--- config.mk ---
export PLATFORM = sky130hd
export DESIGN_NAME = stepper_limit_switch_homing
export DESIGN_NICKNAME = d
export VERILOG_FILES = /design/src/rtl/shl_pkg.sv /design/src/rtl/shl_cfg.sv /design/src/rtl/shl_core.sv /design/src/rtl/stepper_limit_switch_homing.sv
export SDC_FILE = /design/constraint.sdc
export NUM_CORES = 1
export LEC_CHECK = 0
export ABC_AREA = 0
export BUFFER_PORTS_ARGS = -buffer_cell sky130_fd_sc_hd__buf_2
export CAP_MARGIN = 25
export CORE_ASPECT_RATIO = 1.1
export CORE_MARGIN = 4
export CORE_UTILIZATION = 55
export DETAILED_ROUTE_END_ITERATION = 10
export GPL_TIMING_DRIVEN = 0
export PLACE_DENSITY_LB_ADDON = 0.1
export SLEW_MARGIN = 30
export SYNTH_ARGS = -nofsm -noshare
export SYNTH_HDL_FRONTEND = slang
export SYNTH_SLANG_ARGS = --single-unit
--- constraint.sdc ---
create_clock -name clk -period 4.85 [get_ports clk]
set_clock_uncertainty 0.15 [all_clocks]
set_input_delay 0.485 -clock clk [delete_from_list [all_inputs] [get_ports clk]]
set_output_delay 0.485 -clock clk [all_outputs]
set_load 0.02 [all_outputs]
--- src/rtl/shl_pkg.sv ---
// Shared types and constants for the stepper homing sequencer.
// No dependencies; used by shl_cfg, shl_core and stepper_limit_switch_homing.
package shl_pkg;

	localparam int LeaveMinPulses = 50;
	localparam int SlowFactor     = 10;

	localparam int TravelW = 24;
	localparam int StepsW  = 16;
	localparam int HalfW   = 19;
	localparam int PeriodW = 16;
	localparam int CfgIdxW = 2;
	localparam int CfgDataW = 24;

	localparam logic [TravelW-1:0] MaxTravelReset = 24'd100000;
	localparam logic [TravelW-1:0] TravelSat      = {TravelW{1'b1}};
	localparam logic [StepsW-1:0]  StepsSat       = {StepsW{1'b1}};

	typedef enum logic [1:0] {
		CMD_TICK         = 2'd0,
		CMD_START_NORMAL = 2'd1,
		CMD_START_CAL    = 2'd2,
		CMD_ABORT        = 2'd3
	} cmd_t;

	typedef enum logic [CfgIdxW-1:0] {
		REG_MAX_TRAVEL    = 2'd0,
		REG_BACKOFF_BASE  = 2'd1,
		REG_CENTER        = 2'd2
	} reg_idx_t;

	typedef enum logic [3:0] {
		PH_IDLE           = 4'd0,
		PH_BACKOFF        = 4'd1,
		PH_SEEK           = 4'd2,
		PH_BASE_EXTRA     = 4'd3,
		PH_CENTER         = 4'd4,
		PH_CAL_SEEK_BASE  = 4'd5,
		PH_CAL_LEAVE_BASE = 4'd6,
		PH_CAL_SEEK_FAR   = 4'd7,
		PH_CAL_LEAVE_FAR  = 4'd8,
		PH_CAL_SEEK_AGAIN = 4'd9,
		PH_CAL_BASE_EXTRA = 4'd10,
		PH_CAL_CENTER     = 4'd11
	} phase_t;

	typedef struct packed {
		logic [TravelW-1:0] max_travel_steps;
		logic [StepsW-1:0]  backoff_base_steps;
		logic [StepsW-1:0]  center_steps;
	} cfg_t;

	typedef struct packed {
		phase_t             phase;
		logic [HalfW-1:0]   half_period;
		logic [HalfW-1:0]   tick_count;
		logic               pulse_high;
		logic [TravelW-1:0] seek_count;
		logic [StepsW-1:0]  fixed_count;
		logic               dir_base;
		logic [StepsW-1:0]  center_pos;
	} state_t;

	typedef struct packed {
		logic               step_level;
		logic               toward_base;
		logic               busy_res;
		logic               done_ok;
		logic               failed;
		logic [StepsW-1:0]  position;
		logic [TravelW-1:0] travel_count;
		logic [3:0]         phase_now;
	} result_t;

endpackage

--- src/rtl/shl_cfg.sv ---
// Configuration register file of the homing sequencer.
// Depends on shl_pkg.
module shl_cfg (
	input  logic                          clk,
	input  logic                          arst_n,
	input  logic                          cfg_we,
	input  logic [shl_pkg::CfgIdxW-1:0]   cfg_idx,
	input  logic [shl_pkg::CfgDataW-1:0]  cfg_data,
	output shl_pkg::cfg_t                 cfg
);

	shl_pkg::cfg_t cfg_q;

	always_ff @(posedge clk or negedge arst_n) begin
		if (!arst_n) begin
			cfg_q.max_travel_steps   <= shl_pkg::MaxTravelReset;
			cfg_q.backoff_base_steps <= '0;
			cfg_q.center_steps       <= '0;
		end else if (cfg_we) begin
			case (shl_pkg::reg_idx_t'(cfg_idx))
				shl_pkg::REG_MAX_TRAVEL: begin
					cfg_q.max_travel_steps <= cfg_data[shl_pkg::TravelW-1:0];
				end
				shl_pkg::REG_BACKOFF_BASE: begin
					cfg_q.backoff_base_steps <= cfg_data[shl_pkg::StepsW-1:0];
				end
				shl_pkg::REG_CENTER: begin
					cfg_q.center_steps <= cfg_data[shl_pkg::StepsW-1:0];
				end
				default: begin
				end
			endcase
		end
	end

	assign cfg = cfg_q;

endmodule

--- src/rtl/shl_core.sv ---
// Per-tick next-state and result logic of the homing sequencer.
// Purely combinational; depends on shl_pkg.
module shl_core (
	input  shl_pkg::state_t               cur,
	input  shl_pkg::cfg_t                 cfg,
	input  shl_pkg::cmd_t                 cmd,
	input  logic                          limit_hit,
	input  logic [shl_pkg::PeriodW-1:0]   pulse_period,
	output shl_pkg::state_t               nxt,
	output shl_pkg::result_t              res
);

	logic [shl_pkg::HalfW-1:0] half_eff;
	logic [shl_pkg::HalfW-1:0] half_norm;
	logic [shl_pkg::HalfW-1:0] half_cal;
	logic [shl_pkg::HalfW-1:0] tick_dec;
	logic                      is_seek;
	logic                      complete;
	logic                      start_p;
	logic                      done;
	logic                      fail;

	assign half_eff  = (cur.half_period == '0) ? shl_pkg::HalfW'(1) : cur.half_period;
	assign half_norm = shl_pkg::HalfW'(pulse_period >> 1);
	assign half_cal  = shl_pkg::HalfW'(half_norm * shl_pkg::HalfW'(shl_pkg::SlowFactor));
	assign tick_dec  = cur.tick_count - shl_pkg::HalfW'(1);
	assign is_seek   = (cur.phase == shl_pkg::PH_SEEK) || (cur.phase == shl_pkg::PH_CAL_SEEK_BASE)
		|| (cur.phase == shl_pkg::PH_CAL_SEEK_FAR) || (cur.phase == shl_pkg::PH_CAL_SEEK_AGAIN);

	// next state
	always_comb begin
		nxt      = cur;
		done     = 1'b0;
		fail     = 1'b0;
		complete = 1'b0;
		start_p  = 1'b0;

		if (cur.phase == shl_pkg::PH_IDLE) begin
			if (cmd == shl_pkg::CMD_START_NORMAL || cmd == shl_pkg::CMD_START_CAL) begin
				nxt.half_period = (cmd == shl_pkg::CMD_START_CAL) ? half_cal : half_norm;
				nxt.tick_count  = '0;
				nxt.pulse_high  = 1'b0;
				nxt.seek_count  = '0;
				nxt.fixed_count = '0;
				nxt.dir_base    = 1'b1;
				if (cmd == shl_pkg::CMD_START_CAL) begin
					nxt.phase = shl_pkg::PH_CAL_SEEK_BASE;
				end else if (limit_hit) begin
					nxt.phase    = shl_pkg::PH_BACKOFF;
					nxt.dir_base = 1'b0;
				end else begin
					nxt.phase = shl_pkg::PH_SEEK;
				end
			end
		end else if (cmd == shl_pkg::CMD_ABORT && is_seek) begin
			fail = 1'b1;
		end else if (cur.pulse_high || cur.tick_count != '0) begin
			// pulse in flight; it completes on its last low tick
			if (cur.tick_count != '0) begin
				nxt.tick_count = tick_dec;
				complete = !cur.pulse_high && tick_dec == '0;
			end else begin
				nxt.pulse_high = 1'b0;
				nxt.tick_count = half_eff - shl_pkg::HalfW'(1);
				complete = (half_eff == shl_pkg::HalfW'(1));
			end
			if (complete) begin
				case (cur.phase)
					shl_pkg::PH_BACKOFF, shl_pkg::PH_BASE_EXTRA,
					shl_pkg::PH_CAL_BASE_EXTRA: begin
						if (cur.fixed_count < shl_pkg::StepsSat)
							nxt.fixed_count = cur.fixed_count + 1'b1;
					end
					shl_pkg::PH_CENTER, shl_pkg::PH_CAL_CENTER: begin
						if (cur.center_pos < shl_pkg::StepsSat)
							nxt.center_pos = cur.center_pos + 1'b1;
					end
					shl_pkg::PH_CAL_LEAVE_BASE, shl_pkg::PH_CAL_LEAVE_FAR: begin
						if (cur.fixed_count < shl_pkg::StepsSat)
							nxt.fixed_count = cur.fixed_count + 1'b1;
						if (cur.seek_count < shl_pkg::TravelSat)
							nxt.seek_count = cur.seek_count + 1'b1;
					end
					shl_pkg::PH_SEEK, shl_pkg::PH_CAL_SEEK_BASE, shl_pkg::PH_CAL_SEEK_FAR,
					shl_pkg::PH_CAL_SEEK_AGAIN: begin
						if (cur.seek_count < shl_pkg::TravelSat)
							nxt.seek_count = cur.seek_count + 1'b1;
						if (nxt.seek_count > cfg.max_travel_steps)
							fail = 1'b1;
					end
					default: begin
					end
				endcase
			end
		end else begin
			// decision tick: start a pulse or change phase
			case (cur.phase)
				shl_pkg::PH_BACKOFF: begin
					if (cur.fixed_count >= cfg.center_steps) begin
						nxt.phase       = shl_pkg::PH_SEEK;
						nxt.dir_base    = 1'b1;
						nxt.seek_count  = '0;
						nxt.fixed_count = '0;
					end else start_p = 1'b1;
				end
				shl_pkg::PH_SEEK, shl_pkg::PH_CAL_SEEK_AGAIN: begin
					if (limit_hit) begin
						nxt.phase = (cur.phase == shl_pkg::PH_SEEK) ? shl_pkg::PH_BASE_EXTRA
							: shl_pkg::PH_CAL_BASE_EXTRA;
						nxt.fixed_count = '0;
					end else start_p = 1'b1;
				end
				shl_pkg::PH_BASE_EXTRA, shl_pkg::PH_CAL_BASE_EXTRA: begin
					if (cur.fixed_count >= cfg.backoff_base_steps) begin
						nxt.phase = (cur.phase == shl_pkg::PH_BASE_EXTRA) ? shl_pkg::PH_CENTER
							: shl_pkg::PH_CAL_CENTER;
						nxt.dir_base   = 1'b0;
						nxt.center_pos = '0;
					end else start_p = 1'b1;
				end
				shl_pkg::PH_CENTER, shl_pkg::PH_CAL_CENTER: begin
					if (cur.center_pos >= cfg.center_steps) begin
						nxt.phase = shl_pkg::PH_IDLE;
						done      = 1'b1;
					end else start_p = 1'b1;
				end
				shl_pkg::PH_CAL_SEEK_BASE, shl_pkg::PH_CAL_SEEK_FAR: begin
					if (limit_hit) begin
						if (cur.phase == shl_pkg::PH_CAL_SEEK_BASE) begin
							nxt.phase    = shl_pkg::PH_CAL_LEAVE_BASE;
							nxt.dir_base = 1'b0;
						end else begin
							nxt.phase    = shl_pkg::PH_CAL_LEAVE_FAR;
							nxt.dir_base = 1'b1;
						end
						nxt.seek_count  = '0;
						nxt.fixed_count = '0;
					end else start_p = 1'b1;
				end
				shl_pkg::PH_CAL_LEAVE_BASE, shl_pkg::PH_CAL_LEAVE_FAR: begin
					if (cur.fixed_count >= shl_pkg::StepsW'(shl_pkg::LeaveMinPulses) && !limit_hit)
						nxt.phase = (cur.phase == shl_pkg::PH_CAL_LEAVE_BASE)
							? shl_pkg::PH_CAL_SEEK_FAR : shl_pkg::PH_CAL_SEEK_AGAIN;
					else start_p = 1'b1;
				end
				default: begin
					nxt.phase = shl_pkg::PH_IDLE;
				end
			endcase
			if (start_p) begin
				nxt.pulse_high = 1'b1;
				nxt.tick_count = half_eff - shl_pkg::HalfW'(1);
			end
		end

		if (fail) begin
			nxt.phase      = shl_pkg::PH_IDLE;
			nxt.pulse_high = 1'b0;
			nxt.tick_count = '0;
		end
	end

	// result fields
	always_comb begin
		res.step_level   = nxt.pulse_high;
		res.toward_base  = nxt.dir_base;
		res.busy_res     = (nxt.phase != shl_pkg::PH_IDLE);
		res.done_ok      = done;
		res.failed       = fail;
		res.position     = nxt.center_pos;
		res.travel_count = nxt.seek_count;
		res.phase_now    = nxt.phase;
	end

endmodule

--- src/rtl/stepper_limit_switch_homing.sv ---
// Top level of the stepper homing sequencer: input stage, sequencer state, result stage.
// Depends on shl_pkg, shl_cfg and shl_core.

// Each input beat is one timebase tick; the block takes one beat per clock while
// in_ready is high and returns exactly one result beat per tick, through one
// input register and one result register. The sequencer state is updated as a
// tick moves from the input register into the result register, so ticks run back
// to back; a stalled output holds both stages and drops in_ready only once both
// are full. Configuration writes take effect at once and are meant for idle
// periods only.
module stepper_limit_switch_homing (
	input  logic                          clk,
	input  logic                          arst_n,
	input  logic                          cfg_we,
	input  logic [shl_pkg::CfgIdxW-1:0]   cfg_idx,
	input  logic [shl_pkg::CfgDataW-1:0]  cfg_data,
	input  logic                          in_valid,
	output logic                          in_ready,
	input  logic [1:0]                    cmd,
	input  logic                          limit_hit,
	input  logic [15:0]                   pulse_period,
	output logic                          out_valid,
	input  logic                          out_ready,
	output logic                          step_level,
	output logic                          toward_base,
	output logic                          busy_res,
	output logic                          done_ok,
	output logic                          failed,
	output logic [15:0]                   position,
	output logic [23:0]                   travel_count,
	output logic [3:0]                    phase_now
);

	shl_pkg::cfg_t    cfg;
	shl_pkg::state_t  state_q;
	shl_pkg::state_t  state_nxt;
	shl_pkg::result_t res_nxt;
	shl_pkg::result_t res_s2;

	logic        valid_s1;
	logic        valid_s2;
	logic [1:0]  cmd_s1;
	logic        limit_s1;
	logic [15:0] period_s1;
	logic        adv_s2;
	logic        adv_s1;

	assign adv_s2   = !valid_s2 || out_ready;
	assign adv_s1   = valid_s1 && adv_s2;
	assign in_ready = !valid_s1 || adv_s2;

	shl_cfg u_cfg (
		.clk      (clk),
		.arst_n   (arst_n),
		.cfg_we   (cfg_we),
		.cfg_idx  (cfg_idx),
		.cfg_data (cfg_data),
		.cfg      (cfg)
	);

	shl_core u_core (
		.cur          (state_q),
		.cfg          (cfg),
		.cmd          (shl_pkg::cmd_t'(cmd_s1)),
		.limit_hit    (limit_s1),
		.pulse_period (period_s1),
		.nxt          (state_nxt),
		.res          (res_nxt)
	);

	// input stage
	always_ff @(posedge clk or negedge arst_n) begin
		if (!arst_n) begin
			valid_s1 <= 1'b0;
		end else if (in_ready) begin
			valid_s1 <= in_valid;
		end
	end

	always_ff @(posedge clk) begin
		if (in_valid && in_ready) begin
			cmd_s1    <= cmd;
			limit_s1  <= limit_hit;
			period_s1 <= pulse_period;
		end
	end

	// sequencer state
	always_ff @(posedge clk or negedge arst_n) begin
		if (!arst_n) begin
			state_q.phase       <= shl_pkg::PH_IDLE;
			state_q.half_period <= '0;
			state_q.tick_count  <= '0;
			state_q.pulse_high  <= 1'b0;
			state_q.seek_count  <= '0;
			state_q.fixed_count <= '0;
			state_q.dir_base    <= 1'b1;
			state_q.center_pos  <= '0;
		end else if (adv_s1) begin
			state_q <= state_nxt;
		end
	end

	// result stage
	always_ff @(posedge clk or negedge arst_n) begin
		if (!arst_n) begin
			valid_s2 <= 1'b0;
		end else if (adv_s2) begin
			valid_s2 <= valid_s1;
		end
	end

	always_ff @(posedge clk) begin
		if (adv_s1) begin
			res_s2 <= res_nxt;
		end
	end

	assign out_valid    = valid_s2;
	assign step_level   = res_s2.step_level;
	assign toward_base  = res_s2.toward_base;
	assign busy_res     = res_s2.busy_res;
	assign done_ok      = res_s2.done_ok;
	assign failed       = res_s2.failed;
	assign position     = res_s2.position;
	assign travel_count = res_s2.travel_count;
	assign phase_now    = res_s2.phase_now;

endmodule
== After elaboration in Yosys (flattened, before gate mapping) ==
Index checks and enable logic that the tools add are counted.
Widths: inputs -> output; s select.
Storage, ports and cells
  register bits after elaboration: 226
  input port bits: 50
  output and inout bits: 51
  logic and storage cells: 177
Cells by class
  order comparisons: 8
  bitwise logic cells: 1
  $mul: 1
  reductions and logical operators: 38
  multiplexer cells: 73
  equal/unequal tests: 27
  add/subtract/negate cells: 5
Operators by type and width (count)
  $mux 16: 9
  $mux 24: 6
  $pmux 24 s2: 2
  $mux 84: 1
  $mux 41: 2
  $mux 77: 1
  $mux 61: 1
  $mux 4: 15
  $mux 60: 1
  $mux 19: 3
  $ge 16x16->1: 3
  $pmux 16 s3: 1
  $mux 20: 2
  $mux 40: 1
  $logic_not 19->1: 2
  $sub 19x1->19 const B: 2
  $add 16x1->16 const B: 2
  $lt 16x16->1 const B: 2
  $add 24x1->24 const B: 1
  $gt 24x24->1: 1
  $lt 24x24->1 const B: 1
  $pmux 4 s6: 1
  $mux 1: 23
  $eq 19x1->1 const B: 1
  other kinds (34): 69

== Depth between registers and ports, before layout ==
Gate-level depths: netlist (run 1).
  depth after elaboration: 20
  gate-level depth with buffers: 20
  mapped depth without buffers: 18

== Cells and area by module ==
A second synthesis (run 1) with hierarchy kept.
Second synthesis, totals
  cell total of the unflattened synthesis: 1602
  area total of the unflattened synthesis: 16126.7 sq um
By module, submodules not included
  shl_core: cells an instance 1195, area an instance 7693.6 sq um, seq. area each 0.0 sq um, instances 1
  stepper_limit_switch_homing: cells an instance 288, area an instance 6316.1 sq um, seq. area each 4595.7 sq um, instances 1
  shl_cfg: cells an instance 119, area an instance 2117.0 sq um, seq. area each 1408.9 sq um, instances 1

== Least setup slack after synthesis (run 1) ==
No wires, ideal clock.
  kind: register -> register
  start point: reg state_q[34] in the netlist's numbering
  end point: reg res_s2 (netlist bit busy_res) (data pin)
  stages on the path, launching flop included: 20
  clock period less this slack: 4.601 ns
  data required time: 4.424 ns
  data arrival time: 4.175 ns
  library setup time: 0.276 ns
  setup slack: 0.249 ns
  buffers on the path: 1
  cells stage by stage: dfrtp_1 -> ha_1 -> nand3_1 -> nor4_1 -> nand3_1 -> nor3b_1 -> nand3_1 -> or3_1 -> xor2_1 -> inv_1 -> ha_1 -> nand3_1 -> nor4_1 -> and2_1 -> o31a_1 -> o21ai_0 -> o31a_1 -> buf_4 -> a21oi_1 -> nand4b_1
RTL lines
  from (decl): RTL line stepper_limit_switch_homing.sv:35  | shl_pkg::state_t state_q;
  from (signal assigned): RTL line stepper_limit_switch_homing.sv:100  | state_q <= state_nxt;
  to (signal assigned): RTL line stepper_limit_switch_homing.sv:115  | res_s2 <= res_nxt;
  to (decl): RTL line stepper_limit_switch_homing.sv:38  | shl_pkg::result_t res_s2;

==> results of run 1 <==
[critical path, stage by stage, from the launching register on]
cell and delay (ps):
dfrtp_2 430, and4_1 240, and3_1 190, and4_1 280
nand3_1 200, nor2_4 170, and3_2 260, nand3_1 110
xnor2_1 190, ha_1 330, nand3_1 150, nor4_4 340
and2_4 200, o31a_1 150, o21ai_2 120, o31a_1 340
buf_4 170, o311ai_1 150, nand4b_1 300
[timing repair]
| item | CTS | global route |
|---|---|---|
| hold buffers | 22 | 0 |
| setup endpoints to repair | 31 | 24 |
| pin swaps | 4 | 7 |
| buffers inserted | 3 | 11 |
| gates resized for setup | 19 | 15 |
| endpoints found under the hold margin | 54 | 0 |
| cloned | 0 | 0 |
[how the worst max path moves through the flow]
stage | endpoint | cells past startpoint
after floorplan | busy_res | 19
after global placement | busy_res | 19
after detailed placement | busy_res | 19
after CTS | busy_res | 20
after global routing | busy_res | 18
final | busy_res | 18
[synth_stat cells, types with 6 or more instances]
cell and count:
and4_1 6, buf_2 14, a22oi_1 6, ha_1 109, clkbuf_1 51, nand4_1 23, and3_1 23, nor3_1 40
edfxtp_1 67, o21ai_0 135, o2bb2ai_1 12, dfrtp_1 151, xnor2_1 29, dfstp_2 7, o22ai_1 9, mux2_2 37
or3_1 18, nor4b_1 6, nor4_1 20, nand3b_1 6, nand2b_1 14, a22o_1 10, mux2i_1 17, or2_2 8
inv_1 95, nor2_1 105, o21ai_1 7, o211ai_1 11, nor3b_1 7, a211oi_1 6, nand2_1 166, a31oi_1 40
nand3_1 53, o21bai_1 6, xor2_1 24, nor2b_1 10, a21oi_1 77, a211o_1 7, and2_1 10, o31ai_1 19
a21o_1 17
[final cells by class]
cell class / instances / area share
Timing Repair Buffer: 138 / 0.05293
Sequential cell: 225 / 0.3494
Clock buffer: 32 / 0.03984
Multi-Input combinational cell: 1196 / 0.4850
Tap cell: 352 / 0.02573
Buffer: 62 / 0.01623
Clock inverter: 14 / 0.01009
Inverter: 95 / 0.02083
[cells by family (layout without fill, tap and decap cells)]
logic type      after synthesis  after routing  synth area share
fa+ha+maj                   110            110           0.09357
compound gates              426            426            0.1906
simple gates                552            552            0.1947
mux                          55             55           0.04061
flops                       225            225            0.4040
xor+xnor                     53             53           0.03139
buf+inv                     167            341           0.04518
[flip-flops by register name, indices dropped and copies added, names as in the netlist]
signal / flops
step_level: 1
out_valid: 1
position: 16
failed: 1
valid_s1: 1
cmd_s1: 2
state_q: 100
limit_s1: 1
travel_count: 24
busy_res: 1
u_cfg.cfg: 56
toward_base: 1
done_ok: 1
phase_now: 4
period_s1: 15
[power breakdown]
group	switching, mW	internal [mW]	leakage (nW)
clock network	0.803	1.20	0.428
logic	1.80	1.03	4.39
registers	0.332	2.32	2.62
[through the flow]
stage	setup WS, ps	area, um2
3_3_place_gp	-1002	15730
2_1_floorplan	249.2	14790
6_report	42.22	17120
3_5_place_dp	-1029	15810
4_1_cts	51.23	16980
5_1_grt	-63.44	17120
[per-layer routing]
metal  part of all wire  track usage
met1               0.42       0.3946
met4              0.038       0.1003
met5                  0            0
met3              0.068      0.05085
met2               0.47       0.4666
==> summary.txt, run 1 <==
Synthesis
  – Post-synthesis sequential area ratio: 0.4040
  – Ys async rst share: 0.7022
  – YS warnings: 0
  – Post-Syn Instances: 1588
  – Leading area contributor after synthesis: dfrtp_1
  – Post-synth EDFFs: 67
  – Top cells by area, synth: dfrtp_1, edfxtp_1, ha_1
  – Avg Cell Area, Syn: 9.313 um2
  – Net count after synthesis: 1748
  – Post-synthesis register bit count: 225
  – Area share of the leading cell type in the synthesized netlist: 0.2555
  – Post-Syn Area: 14790 um2
  – Count of cell types in the netlist: 100
  – Synth Flop Type: dfrtp_1

Place
  – Inst Count DP: 2042
  – PortBufs: 99
  – Post-DP HPWL: 31840 um
  – Routability-driven placement congestion ratio: 0.9705

Setup path
  – Setup crit start kind: register
  – Slack of the worst reg-to-reg path: 40 ps
  – Top fanout value on the critical path: 5
  – Crit Path Category: register to register
  – Crit path required time: 4900 ps
  – Reg-to-Reg Start: state_q[38]
  – CP Launch Point: state_q[38]
  – Worst EP arrival: 4860 ps
  – R2R cell count: 18
  – R2R Path End: busy_res
  – Crit. End Element: register

Floorplan
  – Initial Util: 0.5624
  – Core area: 26300 um2
  – Die Wd: 164.4 um
  – Ports: 101
  – Rows: 62
  – Die ar.: 29580 um2
  – DIE HEIGHT: 180.0 um

Clocking
  – TritonCTS Sinks: 225
  – Clock root buffer: clkbuf_16
  – CTS Buffer Depth: 3
  – Clock transition at path regs: 60 ps
  – CTS buffer count: 25
  – CTS tree: built
  – Clock Latency Late Sink: 540 ps
  – Htree depth: 1

Pwr
  – Post-route total power: 7.486 mW
  – Pleak: 7.434 nW
  – Max rail drop VDD: 0.3256 mV
  – PD cells: 437.4 nW/um2

Global route
  – Global-route wire length before repair: 69120 um
  – GRT Total Usage: 0.2897
  – Vias in the first global route: 12800
  – Largest net degree at the start of global routing: 72
  – Antenna violations before repair: 0
  – Remaining global-route overflow: 0

STA
  – Worst hold slack: 29.88 ps
  – Fmax: 0.2080 GHz
  – Final setup viols: 0
  – Final hold viol count: 0
  – Max-slew violations: 0
  – Final worst path period need: 4808 ps
  – Setup TNS: 0 ps
  – Crit share post-route: 0.9913
  – Slew @ Worst Pin: 973.4 ps
  – Worst slew margin: 0.3457

Detailed routing
  – Number of routed nets with antenna violations: 0
  – 1st-pass router iterations: 6
  – Starting DRT DRC Count: 1209
  – Routed via count: 13160
  – Vias per inst: 6.226
  – Final wirelength: 43450 um
  – DRC: 0
  – Wire length per cell: 20.56 um

Layout
  – Commonest non-fill, non-tap cells in the layout: nand2_1, dfrtp_1, o21ai_0
  – # nets final: 1903
  – Area taken by multi-input logic gates: 8300 um2
  – Fin cells: 2114
  – Proportion of layout cells with a drive suffix above 1: 0.1663
  – Filler cells: 2159
  – FF+latch area: 5979 um2
  – Commonest non-fill, non-tap cell in the layout: nand2_1
  – N_diodes: 0
  – Fin util: 0.6508
  – Layout area overhead: 15.73%

Job
  – Max-Cap Viols: 0

Status
  – Outcome: finished clean

Worst hold path
  – Hold path cells: 3
  – Worst Hold Class: input pin to register
  – End of the worst hold path: u_cfg.cfg[51]
  – HP Start: cfg_data[19]
(Power assumes the default switching activity.)
==> inputs of run 2 (changes only) <==
Settings changed: CORE_MARGIN 4 to 2.
==> summary.txt, run 2 (synthesized netlist as in run 1, its figures left out) <==
Status
  – Outcome: finished clean

Floorplan
  – Die ar.: 28220 um2 (-4.6%)
  – DIE HEIGHT: 176.0 um (-2.2%)
  – Initial Util: 0.5624 (unchanged)
  – Ports: 101 (unchanged)
  – Die Wd: 160.4 um (-2.4%)
  – Rows: 62 (unchanged)
  – Core area: 26300 um2 (unchanged)

Detailed routing
  – Vias per inst: 6.174 (-0.83%)
  – DRC: 0 (unchanged)
  – Number of routed nets with antenna violations: 0 (unchanged)
  – Starting DRT DRC Count: 1182 (-2.2%)
  – Wire length per cell: 20.18 um (-1.8%)
  – 1st-pass router iterations: 5 (-1)
  – Final wirelength: 42520 um (-2.2%)
  – Routed via count: 13010 (-1.2%)

Clocking
  – Htree depth: 1 (unchanged)
  – TritonCTS Sinks: 225 (unchanged)
  – CTS Buffer Depth: 3 (unchanged)
  – Clock root buffer: clkbuf_16
  – Clock transition at path regs: 60 ps (about the same)
  – CTS tree: built
  – CTS buffer count: 24 (-4.0%)
  – Clock Latency Late Sink: 540 ps (about the same)

Pwr
  – Pleak: 7.348 nW (-1.2%)
  – Post-route total power: 7.288 mW (-2.6%)
  – Psw: 2.898 mW (-1.3%)
  – Clock power frac: 0.251 (-0.017)
  – PD cells: 429.7 nW/um2 (-1.8%)
  – Int Pwr: 4.390 mW (-3.5%)
  – Net Sw Frac: 0.3977 (+0.005315)
  – Power share of the sequential group: 0.363 (+0.009)
  – Max rail drop VDD: 0.3585 mV (+10%)
  – Combinational cell fraction of total power: 0.386 (+0.008)

Setup path
  – Setup crit start kind: register
  – Crit. End Element: register
  – Crit Path Category: register to register
  – Worst EP arrival: 4870 ps (about the same)
  – Top fanout value on the critical path: 10 (+5)
  – Crit path required time: 4910 ps (about the same)

Global route
  – GRT Total Usage: 0.2998 (+0.01018)
  – Largest net degree at the start of global routing: 82 (+14%)
  – Grt peak-use layer: met2
  – Met2 usage: 0.4933 (+0.02677)
  – Met3 Track Usage GR: 0.04698 (-0.003866)
  – Global-route wire length before repair: 67940 um (-1.7%)
  – Antenna violations before repair: 0 (unchanged)
  – Vias in the first global route: 12710 (-0.73%)
  – Remaining global-route overflow: 0 (unchanged)
  – Routing usage on met1: 0.4028 (+0.008181)

Job
  – Max-Cap Viols: 0 (unchanged)

Layout
  – Fin util: 0.6450 (-0.005804)
  – N_diodes: 0 (unchanged)
  – Commonest non-fill, non-tap cells in the layout: nand2_1, dfrtp_1, o21ai_0
  – Most flops, register: state_q
  – Proportion of layout cells with a drive suffix above 1: 0.1607 (-0.005605)
  – Commonest non-fill, non-tap cell in the layout: nand2_1
  – Filler cells: 2202 (+2.0%)
  – # nets final: 1897 (-0.32%)
  – Max reg flops: 100 (unchanged)
  – Layout area overhead: 14.70%

STA
  – Worst slew margin: 0.3267 (-0.01894)
  – Max-slew violations: 0 (unchanged)
  – Final setup viols: 0 (unchanged)
  – Final worst path period need: 4810 ps (+1.906 ps)
  – Worst hold slack: 9.481 ps (-20.40 ps)
  – Final hold viol count: 0 (unchanged)
  – Slew @ Worst Pin: 1002 ps (+28.18 ps)
  – Fmax: 0.2079 GHz (about the same)
  – Crit share post-route: 0.9917 (about the same)

Place
  – Routability-driven placement congestion ratio: 0.9548 (-1.6%)
  – Post-DP HPWL: 31440 um (-1.3%)
  – PortBufs: 99 (unchanged)

Worst hold path
  – Worst Hold Class: input pin to register
## run 2: changes by cell type in the layout (fill, tap and decap cells not counted), sizes merged
| cell | delta |
|---|---|
| buf | -4 |
| clkbuf | +4 |
| bufinv | -3 |
| clkinv | -3 |
| clkinvlp | +1 |
| dlygate4sd3 | -1 |
| inv | -1 |
## run 2: layout make-up
cell class / count / area, um2 / share of cell area
Sequential cell: 225 / 5979 / 0.3525
Clock inverter: 8 / 77.57 / 0.004573
Clock buffer: 36 / 695.7 / 0.04101
Multi-Input combinational cell: 1196 / 8269 / 0.4875
Tap cell: 352 / 440.4 / 0.02596
Buffer: 62 / 277.8 / 0.01638
Inverter: 95 / 356.6 / 0.02102
Timing Repair Buffer: 133 / 865.8 / 0.05104
## run 2: path summary, 6_finish.rpt
path / to / slack [ps] / start / depth (start not counted)
setup / recovery: busy_res / 40 / state_q[37] / 18
hold / removal: u_cfg.cfg[55] / 9 / cfg_data[23] / 3
setup reg to reg: busy_res / 40 / state_q[37] / 18
hold reg to reg: out_valid / 350 / valid_s1 / 1
max in group asynchronous: state_q[16] / 3360 / arst_n / 4
min in group asynchronous: u_cfg.cfg[21] / 380 / arst_n / 3
## run 2: worst max-delay path, stage by stage (launching register included)
cell	delay, ps
dfrtp_2	440
and4_1	240
and3_1	240
and4_4	270
nand3_1	180
nor2_4	170
and3_2	270
nand3_1	110
xnor2_1	180
ha_1	310
nand3_1	110
nor4_2	320
and2_1	200
o31a_1	170
o21ai_2	120
o31a_1	350
buf_4	210
o221ai_1	170
nand4b_1	290
## run 2: per-layer routing
layer | wire length [um] | vias up
li1 | - | 6154
met1 | 18240 | 6281
met2 | 19900 | 484
met3 | 2834 | 90
met4 | 1540 | 0
met5 | 0 | -
## run 2: what timing repair did
action,CTS,global route
resized for setup,18,13
hold buffers,21,0
cloned,0,0
endpoints found under the setup margin,31,26
pin swaps,4,3
buffers inserted,5,5
hold endpoints to repair,100,0
## run 2: through the flow
step                instances  setup WS, ps  instance area (um2)  setup TNS (ps)
floorplan                1588         249.2                14790               0
global placement         2039        -985.4                15730          -19390
detailed placement       2042        -977.4                15810          -19290
CTS                      2104         4.773                16890               0
global route             2107        -42.46                16960          -42.46
finish                   2107         40.31                16960               0
## run 2: power by group through the flow
| stage | combinational [mW] | sequential [mW] | clock, mW |
|---|---|---|---|
| floorplan | 1.94 | 2.63 | 0 |
| global placement | 2.69 | 2.64 | 0 |
| detailed placement | 2.74 | 2.64 | 0 |
| CTS | 2.77 | 2.63 | 1.85 |
| global route | 3.09 | 2.69 | 1.93 |
| finish | 2.81 | 2.65 | 1.83 |
